## config.mk

```make
export PLATFORM = sky130hd
export DESIGN_NAME = swc_front_flat
export DESIGN_NICKNAME = d
export VERILOG_FILES = /design/src/hw/rtl/swc_pkg.sv /design/src/hw/rtl/swc_item_if.sv /design/src/hw/rtl/swc_front.sv /design/src/flat_wrapper.sv
export SDC_FILE = /design/constraint.sdc
export NUM_CORES = 1
export LEC_CHECK = 0
export ABC_AREA = 1
export ABC_CLOCK_PERIOD_IN_PS = 1540
export BUFFER_PORTS_ARGS = -buffer_cell sky130_fd_sc_hd__buf_4
export CORE_MARGIN = 10
export CORE_UTILIZATION = 45
export CTS_BUF_LIST = sky130_fd_sc_hd__clkbuf_8
export DETAILED_ROUTE_END_ITERATION = 8
export PLACE_DENSITY_LB_ADDON = 0.12
export SYNTH_ARGS = -nofsm -noshare
export SYNTH_HDL_FRONTEND = slang
export SYNTH_SLANG_ARGS = --single-unit
```

## constraint.sdc

```tcl
create_clock -name i_clk -period 1.54 [get_ports i_clk]
set_input_delay 0.154 -clock i_clk [delete_from_list [all_inputs] [get_ports i_clk]]
set_output_delay 0.154 -clock i_clk [all_outputs]
set_load 0.03 [all_outputs]
```

## src/hw/rtl/swc_pkg.sv

```systemverilog
`default_nettype none

package swc_pkg;

    // Field widths of the item and result channels.
    localparam int OP_W    = 2;
    localparam int SYM_W   = 5;
    localparam int COUNT_W = 7;

    // The match count saturates at the top of its field.
    localparam logic [COUNT_W-1:0] COUNT_MAX = 7'd127;

    // Operation codes of an input item.
    localparam logic [OP_W-1:0] OP_LOAD  = 2'd0;
    localparam logic [OP_W-1:0] OP_TEXT  = 2'd1;
    localparam logic [OP_W-1:0] OP_CLEAR = 2'd2;

    // Default table sizes.
    localparam int MAX_WORDS_DEF    = 64;
    localparam int MAX_WORD_LEN_DEF = 64;

    // Entries of the command queue between front and back.
    localparam int QUEUE_DEPTH = 2;

    // A classified command as it travels from front to back.
    typedef struct packed {
        logic             load;
        logic             text;
        logic             clear;
        logic [SYM_W-1:0] symbol;
        logic             last;
    } t_cmd;

endpackage

`default_nettype wire

```

## src/hw/rtl/swc_item_if.sv

```systemverilog
`default_nettype none

interface swc_item_if;
    import swc_pkg::*;

    logic             valid;
    logic             ready;
    logic [OP_W-1:0]  operation;
    logic [SYM_W-1:0] symbol;
    logic             last;

    modport source (output valid, output operation, output symbol, output last,
                    input ready);
    modport sink   (input valid, input operation, input symbol, input last,
                    output ready);
endinterface

`default_nettype wire

```

## src/hw/rtl/swc_front.sv

```systemverilog
`default_nettype none

module swc_front (
    input  wire logic    i_clk,
    input  wire logic    i_rst_n,
    swc_item_if.sink     i_item,
    output swc_pkg::t_cmd o_cmd,
    output logic         o_cmd_valid,
    input  wire logic    i_cmd_ready
);
    import swc_pkg::*;

    localparam int QP_W = (QUEUE_DEPTH > 1) ? $clog2(QUEUE_DEPTH) : 1;
    localparam int QC_W = $clog2(QUEUE_DEPTH + 1);

    t_cmd              r_q_data [QUEUE_DEPTH];
    logic [QP_W-1:0]   r_wr_ptr, n_wr_ptr;
    logic [QP_W-1:0]   r_rd_ptr, n_rd_ptr;
    logic [QC_W-1:0]   r_count, n_count;

    t_cmd cls_cmd;
    logic cls_keep;
    logic accept;
    logic push;
    logic pop;

    // Decode the operation; the unused code is taken and dropped.
    always_comb begin
        cls_cmd.load   = 1'b0;
        cls_cmd.text   = 1'b0;
        cls_cmd.clear  = 1'b0;
        cls_cmd.symbol = i_item.symbol;
        cls_cmd.last   = i_item.last;
        cls_keep       = 1'b1;
        unique case (i_item.operation)
            OP_LOAD:  cls_cmd.load  = 1'b1;
            OP_TEXT:  cls_cmd.text  = 1'b1;
            OP_CLEAR: cls_cmd.clear = 1'b1;
            default:  cls_keep      = 1'b0;
        endcase
    end

    assign i_item.ready = (r_count != QC_W'(QUEUE_DEPTH));
    assign accept       = i_item.valid && i_item.ready;
    assign push         = accept && cls_keep;
    assign o_cmd_valid  = (r_count != '0);
    assign o_cmd        = r_q_data[r_rd_ptr];
    assign pop          = o_cmd_valid && i_cmd_ready;

    // Queue pointers and fill count.
    always_comb begin
        n_wr_ptr = r_wr_ptr;
        n_rd_ptr = r_rd_ptr;
        n_count  = r_count;
        if (push) begin
            n_wr_ptr = (r_wr_ptr == QP_W'(QUEUE_DEPTH - 1)) ? '0 : r_wr_ptr + QP_W'(1);
        end
        if (pop) begin
            n_rd_ptr = (r_rd_ptr == QP_W'(QUEUE_DEPTH - 1)) ? '0 : r_rd_ptr + QP_W'(1);
        end
        if (push && !pop) begin
            n_count = r_count + QC_W'(1);
        end else if (pop && !push) begin
            n_count = r_count - QC_W'(1);
        end
    end

    always_ff @(posedge i_clk) begin
        if (!i_rst_n) begin
            r_wr_ptr <= '0;
            r_rd_ptr <= '0;
            r_count  <= '0;
        end else begin
            r_wr_ptr <= n_wr_ptr;
            r_rd_ptr <= n_rd_ptr;
            r_count  <= n_count;
        end
    end

    // Queue storage holds payload only.
    always_ff @(posedge i_clk) begin
        if (push) begin
            r_q_data[r_wr_ptr] <= cls_cmd;
        end
    end

endmodule

`default_nettype wire

```

## src/flat_wrapper.sv

```systemverilog
// flat-port wrapper written by rule: the top's interface ports become plain ports
module swc_front_flat import swc_pkg::*;
  (i_clk, i_rst_n, o_cmd, o_cmd_valid, i_cmd_ready, i_item_valid, i_item_operation, i_item_symbol, i_item_last, i_item_ready);
  swc_item_if i_item_i ();
  input  wire logic i_clk;
  input  wire logic i_rst_n;
  output swc_pkg::t_cmd o_cmd;
  output logic o_cmd_valid;
  input  wire logic i_cmd_ready;
  input wire logic [$bits(i_item_i.valid)-1:0] i_item_valid;
  input wire logic [$bits(i_item_i.operation)-1:0] i_item_operation;
  input wire logic [$bits(i_item_i.symbol)-1:0] i_item_symbol;
  input wire logic [$bits(i_item_i.last)-1:0] i_item_last;
  output wire logic [$bits(i_item_i.ready)-1:0] i_item_ready;
  assign i_item_i.valid = i_item_valid;
  assign i_item_i.operation = i_item_operation;
  assign i_item_i.symbol = i_item_symbol;
  assign i_item_i.last = i_item_last;
  assign i_item_ready = i_item_i.ready;
  swc_front u_core (.i_clk(i_clk), .i_rst_n(i_rst_n), .i_item(i_item_i), .o_cmd(o_cmd), .o_cmd_valid(o_cmd_valid), .i_cmd_ready(i_cmd_ready));
endmodule
```

==> results.sh, run 1 <==
export IMPL_status="finished, final reports clean"
export IMPL_crit_slowest_cell="dfxtp_2"
export IMPL_setup_total_negative_slack_ps=0
export IMPL_cp_end_kind="output port"
export IMPL_initial_core_util_pct=47.5
export IMPL_antenna_cells=0
export IMPL_cts_buffer_depth=2
export IMPL_reg2reg_slack_ps=150
export IMPL_grt_pass1_wl_mm=2.49
export IMPL_power_density_nw_per_um2=1560
export IMPL_antenna_found_initial=0
export IMPL_finalHoldViolations=0
export IMPL_crit_path_max_incr_delay_ps=470
export IMPL_vias_per_cell=4.60
export IMPL_maxCapViolCount=0
export IMPL_criticalPathCategory="flop to output port"
export IMPL_cp_max_fo=9
export IMPL_cp_start_kind="flop"
export IMPL_tightest_slew_ps=359
export IMPL_cpLargestDelayFamily="flip-flops"
export IMPL_dp_cells=121
export IMPL_grt_overflow_total=0
export IMPL_pwr_share_clk_pct=19.1
export IMPL_final_nets=112
export IMPL_first_iter_violations=11
export IMPL_drt_total_wl_mm=1.53
export IMPL_cts_clk_slew_worst_paths_ps=70
export IMPL_stdcell_count=125
export IMPL_yosys_register_bits=23
export IMPL_skew_ps=2.82
export IMPL_worstPathRequired_ps=1390
export IMPL_p_leak_nw=0.498
export IMPL_fmaxAchievable_mhz=709
export IMPL_layout_min_cycle_time_ps=1410
export IMPL_ir_drop_v=0.000878
export IMPL_drv_slew=0
export IMPL_fillers=170
export IMPL_cts_root_buf="clkbuf_8"
export IMPL_synth_area_um2=932
export IMPL_netSwitchingFraction_pct=34.5
export IMPL_insertion_delay_ps=260
export IMPL_multi_input_area_um2=254
export IMPL_dieWidth_um=65.5
export IMPL_synth_cell_types=19
export IMPL_power_switching_w=0.000636
export IMPL_cp_arrival_ps=1260
export IMPL_seq_power_share_pct=45.8
export IMPL_crit_path_cell_trace="mux2_1 -> buf_4"
export IMPL_area_growth_pct=27.2
export IMPL_synthCells=72
export IMPL_final_period_utilization_pct=91.6
export IMPL_grt_use_total_pct=7.38
export IMPL_dieHeight_um=65.5
export IMPL_drcViolationCount=0
export IMPL_dieArea_um2=4290
export IMPL_rsz0062_at_grt="no"
export IMPL_dp_final_hpwl_mm=1.19
export IMPL_hp_class="input pin to flop"
export IMPL_route_vias_total=575
export IMPL_clock_sinks=23
export IMPL_drive_gt1_share_pct=38.8
export IMPL_core_area_um2=1960
export IMPL_avgSynthCellArea_um2=12.9
export IMPL_cts_inserted_buffers=3
export IMPL_finalPower_w=0.00185
export IMPL_cts_tree="done"
export IMPL_synth_warnings=0
export IMPL_synth_nets=85
export IMPL_gp_congestion=0.655
export IMPL_io_pin_count=23
export IMPL_combPwrFrac_pct=35.0
export IMPL_ys_seq_area_share_pct=68.7
export IMPL_p_int_w=0.00121
export IMPL_grt_max_degree=14
export IMPL_first_global_vias=626
export IMPL_register_area_um2=642
export IMPL_max_slew_margin_pct=76.0
export IMPL_cts_setup_buffers=0
export IMPL_wl_per_cell_um=12.2
export IMPL_drt_pass1_iterations=4
export IMPL_port_buffers=22
export IMPL_finalSetupViolCount=0
export IMPL_antenna_left=0
export IMPL_rows=16
export IMPL_cp_buffers_inverters=1
export IMPL_cts_htree_levels=1
==> cell families (layout without fill, tap and decap cells) <==
family | after synthesis | after routing | synth area share [%]
compound gates | 3 | 3 | 2.01
mux | 9 | 9 | 10.9
fa+ha+maj | 1 | 1 | 1.34
buf+inv | 11 | 37 | 4.56
flops | 23 | 23 | 68.7
simple gates | 25 | 25 | 12.5
==> area by class of cell <==
cell class	instances	share of cell area, %
clock inverters	1	0.422
flip-flops and latches	23	54.1
well taps	27	2.85
clock buffers	3	3.48
repair buffers	23	14.6
multi-input cells	38	21.4
inverters	10	3.16
==> path summary, 6_finish.rpt <==
kind	start	end	depth (start not counted)
worst max-delay path	flop	o_cmd[1]	2
worst min-delay path	i_item_symbol[1]	u_core.r_q_data[0][2]	1
worst max register to register	u_core.r_count[0]	u_core.r_count[1]	8
worst min register to register	u_core.r_rd_ptr	flop	2
==> stage by stage <==
step | setup WS, ps | area [um^2] | hold WS, ps | util (%)
floorplan | 232 | 937 | 253 | -
global placement | 171 | 1140 | 339 | 58.0
detailed placement | 146 | 1140 | 343 | 58.0
CTS | 97.2 | 1190 | 71.9 | 60.5
global route | 48.2 | 1190 | 66.3 | 60.5
finish | 129 | 1190 | 77.6 | 60.5
==> power by group through the flow <==
stage               logic, W  registers [W]  clock network [W]
floorplan           0.000471       0.000822                  0
global placement    0.000650       0.000854                  0
detailed placement  0.000657       0.000859                  0
CTS                 0.000660       0.000848           0.000367
global route        0.000715       0.000855           0.000391
finish              0.000646       0.000846           0.000353
==> cell usage in the layout (no fill, tap or decap), drive strengths merged <==
| cell type | n |
|---|---|
| nand4 | 1 |
| nor2 | 11 |
| o21a | 1 |
| clkinv | 1 |
| mux2 | 9 |
| a21oi | 1 |
| o21ai | 1 |
| nand2 | 11 |
| nand3 | 1 |
| ha | 1 |
| edfxtp | 18 |
| inv | 10 |
| buf | 23 |
| nor3 | 1 |
| clkbuf | 3 |
| dfxtp | 5 |
==> synthesized netlist by cell type <==
cell      number  area (um^2)
a21oi_1        1         5.00
buf_2          1         5.00
dfxtp_1        5          100
edfxtp_1      18          541
ha_1           1         12.5
inv_1          8         30.0
inv_2          2         7.51
mux2_1         8         90.1
mux2_2         1         11.3
nand2_1        9         33.8
nand2_2        2         12.5
nand3_1        1         5.00
nand4_1        1         6.26
nor2_1         8         30.0
nor2_2         2         12.5
nor2_4         1         11.3
nor3_1         1         5.00
o21a_2         1         8.76
o21ai_0        1         5.00
==> registers in the layout, indices dropped and copies added (netlist names), named ones only <==
register,count
u_core.r_q_data,18
u_core.r_rd_ptr,1
u_core.r_count,2
u_core.r_wr_ptr,1
==> routing by layer <==
| metal | GRT usage [%] | share of wire (%) |
|---|---|---|
| met2 | 13.4 | 51 |
| met3 | 2.71 | 6.7 |
| met4 | 4.81 | 2.2 |
| met1 | 6.72 | 40 |
| met5 | 0 | 0 |
==> what timing repair did <==
item / 4_1_cts / 5_1_grt
gates resized for setup: 1 / 0
setup endpoints to repair: 9 / 0
hold buffers: 0 / 0
Note: power is estimated with default switching activity, not from simulation.
==> run 2: changes to the inputs <==
--- a/config.mk
+++ b/config.mk
@@ -13,6 +13,7 @@
 export CTS_BUF_LIST = sky130_fd_sc_hd__clkbuf_8
 export DETAILED_ROUTE_END_ITERATION = 8
 export PLACE_DENSITY_LB_ADDON = 0.12
+export RECOVER_POWER = 25
 export SYNTH_ARGS = -nofsm -noshare
 export SYNTH_HDL_FRONTEND = slang
 export SYNTH_SLANG_ARGS = --single-unit
==> run 2 against run 1 <==
Compared with the run above: core utilization shrank 0.19 points; non-clock buffer count unchanged; clock-buffer cell count is the same; combinational power about the same; die area unchanged; critical path depth unchanged; sequential power hardly changed; highest routed layer unchanged.
==> results.sh, run 2 (same netlist as run 1, synthesis figures left out) <==
export IMPL_cts_buffer_depth=2
export IMPL_hold_buffers=0
export IMPL_ir_drop_v=0.000878
export IMPL_finalPower_w=0.00184
export IMPL_p_int_w=0.00121
export IMPL_finalSetupViolCount=0
export IMPL_cts_resized=1
export IMPL_postPlaceCellArea_um2=1140
export IMPL_antenna_cells=0
export IMPL_post_route_cell_area_um2=1180
export IMPL_dieHeight_um=65.5
export IMPL_tightest_slew_ps=359
export IMPL_grt_max_degree=14
export IMPL_final_cell_mix="edfxtp_1 (18), buf_4 (16), nand2_1 (9)"
export IMPL_cp_arrival_ps=1260
export IMPL_vias_per_cell=4.58
export IMPL_seq_power_share_pct=45.9
export IMPL_cp_max_fo=9
export IMPL_final_nets=112
export IMPL_cts_root_buf="clkbuf_8"
export IMPL_cp_start_kind="flop"
export IMPL_drv_slew=0
export IMPL_power_density_nw_per_um2=1560
export IMPL_layout_min_cycle_time_ps=1410
export IMPL_initial_core_util_pct=47.5
export IMPL_wl_per_cell_um=12.2
export IMPL_insertion_delay_ps=260
export IMPL_grt_busiest_layer="met2"
export IMPL_cts_setup_buffers=0
export IMPL_pwr_share_clk_pct=19.1
export IMPL_io_pin_count=23
export IMPL_drt_pass1_iterations=4
export IMPL_grt_use_met1_pct=6.72
export IMPL_gp_congestion=0.655
export IMPL_netSwitchingFraction_pct=34.5
export IMPL_setup_total_negative_slack_ps=0
export IMPL_grt_overflow_total=0
export IMPL_status="finished, final reports clean"
export IMPL_dieArea_um2=4290
export IMPL_top_regs="u_core.r_q_data x18, u_core.r_count x2"
export IMPL_fillers=171
export IMPL_largest_reg_flops=18
export IMPL_worstPathRequired_ps=1390
export IMPL_first_iter_violations=11
export IMPL_cts_clk_slew_worst_paths_ps=70
export IMPL_drive_gt1_share_pct=37.8
export IMPL_core_area_um2=1960
export IMPL_drcViolationCount=0
export IMPL_route_vias_total=572
export IMPL_dp_final_hpwl_mm=1.19
export IMPL_whs_ps=102
export IMPL_grt_use_total_pct=7.38
export IMPL_area_growth_pct=26.8
export IMPL_combPwrFrac_pct=35.0
export IMPL_first_global_vias=626
export IMPL_power_switching_w=0.000635
export IMPL_dieWidth_um=65.5
export IMPL_hp_class="input pin to flop"
export IMPL_port_buffers=22
export IMPL_cp_end_kind="output port"
export IMPL_maxCapViolCount=0
export IMPL_grt_use_met2_pct=13.4
export IMPL_fmaxAchievable_mhz=709
export IMPL_layout_commonest_cell="edfxtp_1"
export IMPL_max_slew_margin_pct=76.0
export IMPL_met3_usage_pct=2.71
export IMPL_drt_total_wl_mm=1.53
export IMPL_antenna_found_initial=0
export IMPL_rows=16
export IMPL_cts_htree_levels=1
export IMPL_criticalPathCategory="flop to output port"
export IMPL_finalHoldViolations=0
export IMPL_p_leak_nw=0.493
export IMPL_skew_ps=2.51
export IMPL_clock_sinks=23
export IMPL_cts_tree="done"
export IMPL_cts_inserted_buffers=3
export IMPL_antenna_left=0
export IMPL_final_period_utilization_pct=91.5
export IMPL_grt_pass1_wl_mm=2.49
export IMPL_rsz0062_at_grt="no"
export IMPL_top_register="u_core.r_q_data"
## run 2: area by class of cell
class                      count  area [um^2]  area share [%]
sequential                    23          642            54.3
multi-input combinational     38          254            21.5
timing repair buffer          23          169            14.3
clock buffer                   3         41.3            3.49
inverter                      10         37.5            3.17
tap                           27         33.8            2.86
clock inverter                 1         5.00           0.423
## run 2: worst paths after layout
path	from	to	slack (ps)	depth (start not counted)
min reg2reg	u_core.r_rd_ptr	flop	500	2
min	i_item_last	u_core.r_q_data[0][0]	100	1
max reg2reg	u_core.r_count[0]	u_core.r_count[1]	150	8
max	flop	o_cmd[1]	130	2
## run 2: worst max-delay path: stages, from the launching register on
cell,delay (ps)
dfxtp_2,470
mux2_1,360
buf_4,170
## run 2: power groups by stage
stage                     registers, W  logic [W]  clock network (W)
after floorplan               0.000822   0.000471                  0
after global placement        0.000854   0.000650                  0
after detailed placement      0.000859   0.000657                  0
after CTS                     0.000848   0.000660           0.000367
after global routing          0.000855   0.000713           0.000391
final                         0.000846   0.000644           0.000352
## run 2: metal layers
metal	up-vias	routed length (um)
li1	293	-
met1	261	610
met2	14	782
met3	4	102
met4	0	34
met5	-	0
## run 2: per-stage QoR
stage | util (%) | std cells | setup slack (ps)
detailed placement | 58.0 | 121 | 146
finish | 60.3 | 125 | 130
global placement | 58.0 | 121 | 171
global route | 60.3 | 125 | 48.2
CTS | 60.5 | 125 | 97.2
floorplan | - | 72 | 232
==> run 3: changes to the inputs <==
--- a/config.mk
+++ b/config.mk
@@ -9,7 +9,7 @@
 export ABC_CLOCK_PERIOD_IN_PS = 1540
 export BUFFER_PORTS_ARGS = -buffer_cell sky130_fd_sc_hd__buf_4
 export CORE_MARGIN = 10
-export CORE_UTILIZATION = 45
+export CORE_UTILIZATION = 40
 export CTS_BUF_LIST = sky130_fd_sc_hd__clkbuf_8
 export DETAILED_ROUTE_END_ITERATION = 8
 export PLACE_DENSITY_LB_ADDON = 0.12
==> run 3 against run 2 <==
Compared with the run above: register-to-register slack gained 30 ps; sequential share of layout area fell by 0.058 points; global-route usage fell by 0.49 points; cell count up 1.6%; die area rose by 8.6%; routed wire length grew 4.2%; critical endpoint is now o_cmd[6]; combinational power increased by 1%; clock power barely moved.
==> results.sh, run 3 (same netlist as run 1, synthesis figures left out) <==
export IMPL_gp_congestion=0.667
export IMPL_worstReg2RegEnd="u_core.r_q_data[1][8]"
export IMPL_final_period_utilization_pct=91.6
export IMPL_post_route_cell_area_um2=1180
export IMPL_fillers=203
export IMPL_drive_gt1_share_pct=36.4
export IMPL_dp_cells=123
export IMPL_stdcell_count=127
export IMPL_ir_drop_v=0.000897
export IMPL_whs_ps=101
export IMPL_drt_total_wl_mm=1.59
export IMPL_layout_min_cycle_time_ps=1410
export IMPL_finalHoldViolations=0
export IMPL_top_register="u_core.r_q_data"
export IMPL_cts_setup_buffers=0
export IMPL_maxCapViolCount=0
export IMPL_wl_per_cell_um=12.6
export IMPL_io_pin_count=23
export IMPL_dieArea_um2=4660
export IMPL_dp_final_hpwl_mm=1.30
export IMPL_multi_input_area_um2=254
export IMPL_rsz0062_at_grt="no"
export IMPL_area_growth_pct=27.0
export IMPL_max_slew_margin_pct=76.0
export IMPL_r2r_cells=4
export IMPL_cp_arrival_ps=1260
export IMPL_status="finished, final reports clean"
export IMPL_grt_max_degree=14
export IMPL_hp_class="input pin to flop"
export IMPL_cp_end_kind="output port"
export IMPL_cts_root_buf="clkbuf_8"
export IMPL_cts_htree_levels=1
export IMPL_hold_end="u_core.r_q_data[1][1]"
export IMPL_final_cell_mix="edfxtp_1 (18), buf_4 (17), nand2_1 (9)"
export IMPL_reg2reg_slack_ps=180
export IMPL_dieWidth_um=68.3
export IMPL_antenna_left=0
export IMPL_cp_max_fo=9
export IMPL_finalPower_w=0.00185
export IMPL_drv_slew=0
export IMPL_layout_commonest_cell="edfxtp_1"
export IMPL_whs_path_depth=1
export IMPL_first_global_vias=579
export IMPL_cts_tree="done"
export IMPL_fmaxAchievable_mhz=709
export IMPL_postPlaceCellArea_um2=1150
export IMPL_tightest_slew_ps=359
export IMPL_cts_buffer_depth=2
export IMPL_insertion_delay_ps=250
export IMPL_final_nets=113
export IMPL_power_density_nw_per_um2=1560
export IMPL_dieHeight_um=68.3
export IMPL_vias_per_cell=4.41
export IMPL_antenna_found_initial=0
export IMPL_top_regs="u_core.r_q_data x18, u_core.r_count x2"
export IMPL_grt_pass1_wl_mm=2.47
export IMPL_cts_clk_slew_worst_paths_ps=80
export IMPL_first_iter_violations=1
export IMPL_clock_sinks=23
export IMPL_skew_ps=5.65
export IMPL_port_buffers=22
export IMPL_p_leak_nw=0.491
export IMPL_criticalPathCategory="flop to output port"
export IMPL_setup_total_negative_slack_ps=0
export IMPL_route_vias_total=560
export IMPL_grt_use_total_pct=6.89
export IMPL_core_area_um2=2210
export IMPL_drt_pass1_iterations=2
export IMPL_grt_overflow_total=0
export IMPL_largest_reg_flops=18
export IMPL_register_area_um2=642
export IMPL_finalSetupViolCount=0
export IMPL_cp_start_kind="flop"
export IMPL_cts_inserted_buffers=3
export IMPL_worstPathRequired_ps=1390
export IMPL_initial_core_util_pct=42.1
export IMPL_hp_start="i_item_symbol[0]"
export IMPL_drcViolationCount=0
export IMPL_r2r_start="u_core.r_count[0]"
export IMPL_rows=17
export IMPL_antenna_cells=0
run 3: where the power goes:
group          leakage [nW]  switching [W]  internal [W]
Clock                0.0255       0.000175      0.000180
Combinational         0.256       0.000393      0.000260
Sequential            0.209      0.0000719      0.000773
run 3: layout make-up:
cell class              instances  share of cell area [%]
flip-flops and latches         23                    54.2
multi-input cells              38                    21.5
repair buffers                 24                    14.3
clock buffers                   3                    3.49
inverters                      10                    3.17
well taps                      28                    2.96
clock inverters                 1                   0.423
run 3: worst max path at each step:
stage / from / endpoint / slack, ps / depth (start not counted)
2_1_floorplan: u_core.r_count[0] / u_core.r_q_data[0][0] / 230 / 2
3_3_place_gp: u_core.r_count[0] / u_core.r_q_data[1][1] / 170 / 4
3_5_place_dp: u_core.r_count[0] / u_core.r_q_data[1][1] / 160 / 4
4_1_cts: flop / o_cmd[8] / 110 / 2
5_1_grt: u_core.r_count[1] / u_core.r_count[1] / 60 / 9
6_report: flop / o_cmd[6] / 130 / 2
run 3: stage by stage:
step	setup slack [ps]	util, %
6_report	129	53.5
5_1_grt	57.0	53.5
4_1_cts	106	54.0
3_5_place_dp	160	51.9
3_3_place_gp	170	51.9
2_1_floorplan	232	-
run 3: what timing repair did:
item	4_1_cts	5_1_grt
resized for setup	1	0
hold buffers	0	0
setup endpoints to repair	9	0
run 3: worst max-delay path, cell delays in order (launching register included):
cell and delay, ps:
dfxtp_2 460, mux2_1 360, buf_4 170
run 3: routing by layer:
| layer | global-route usage (%) | routed length, um | part of all wire [%] | vias to the layer above |
|---|---|---|---|---|
| met3 | 2.28 | 90 | 5.6 | 0 |
| met2 | 13.3 | 856 | 54 | 11 |
| met5 | 0 | 0 | 0 | - |
| met4 | 2.26 | 0 | 0 | 0 |
| li1 | - | - | - | 294 |
| met1 | 6.69 | 647 | 41 | 255 |
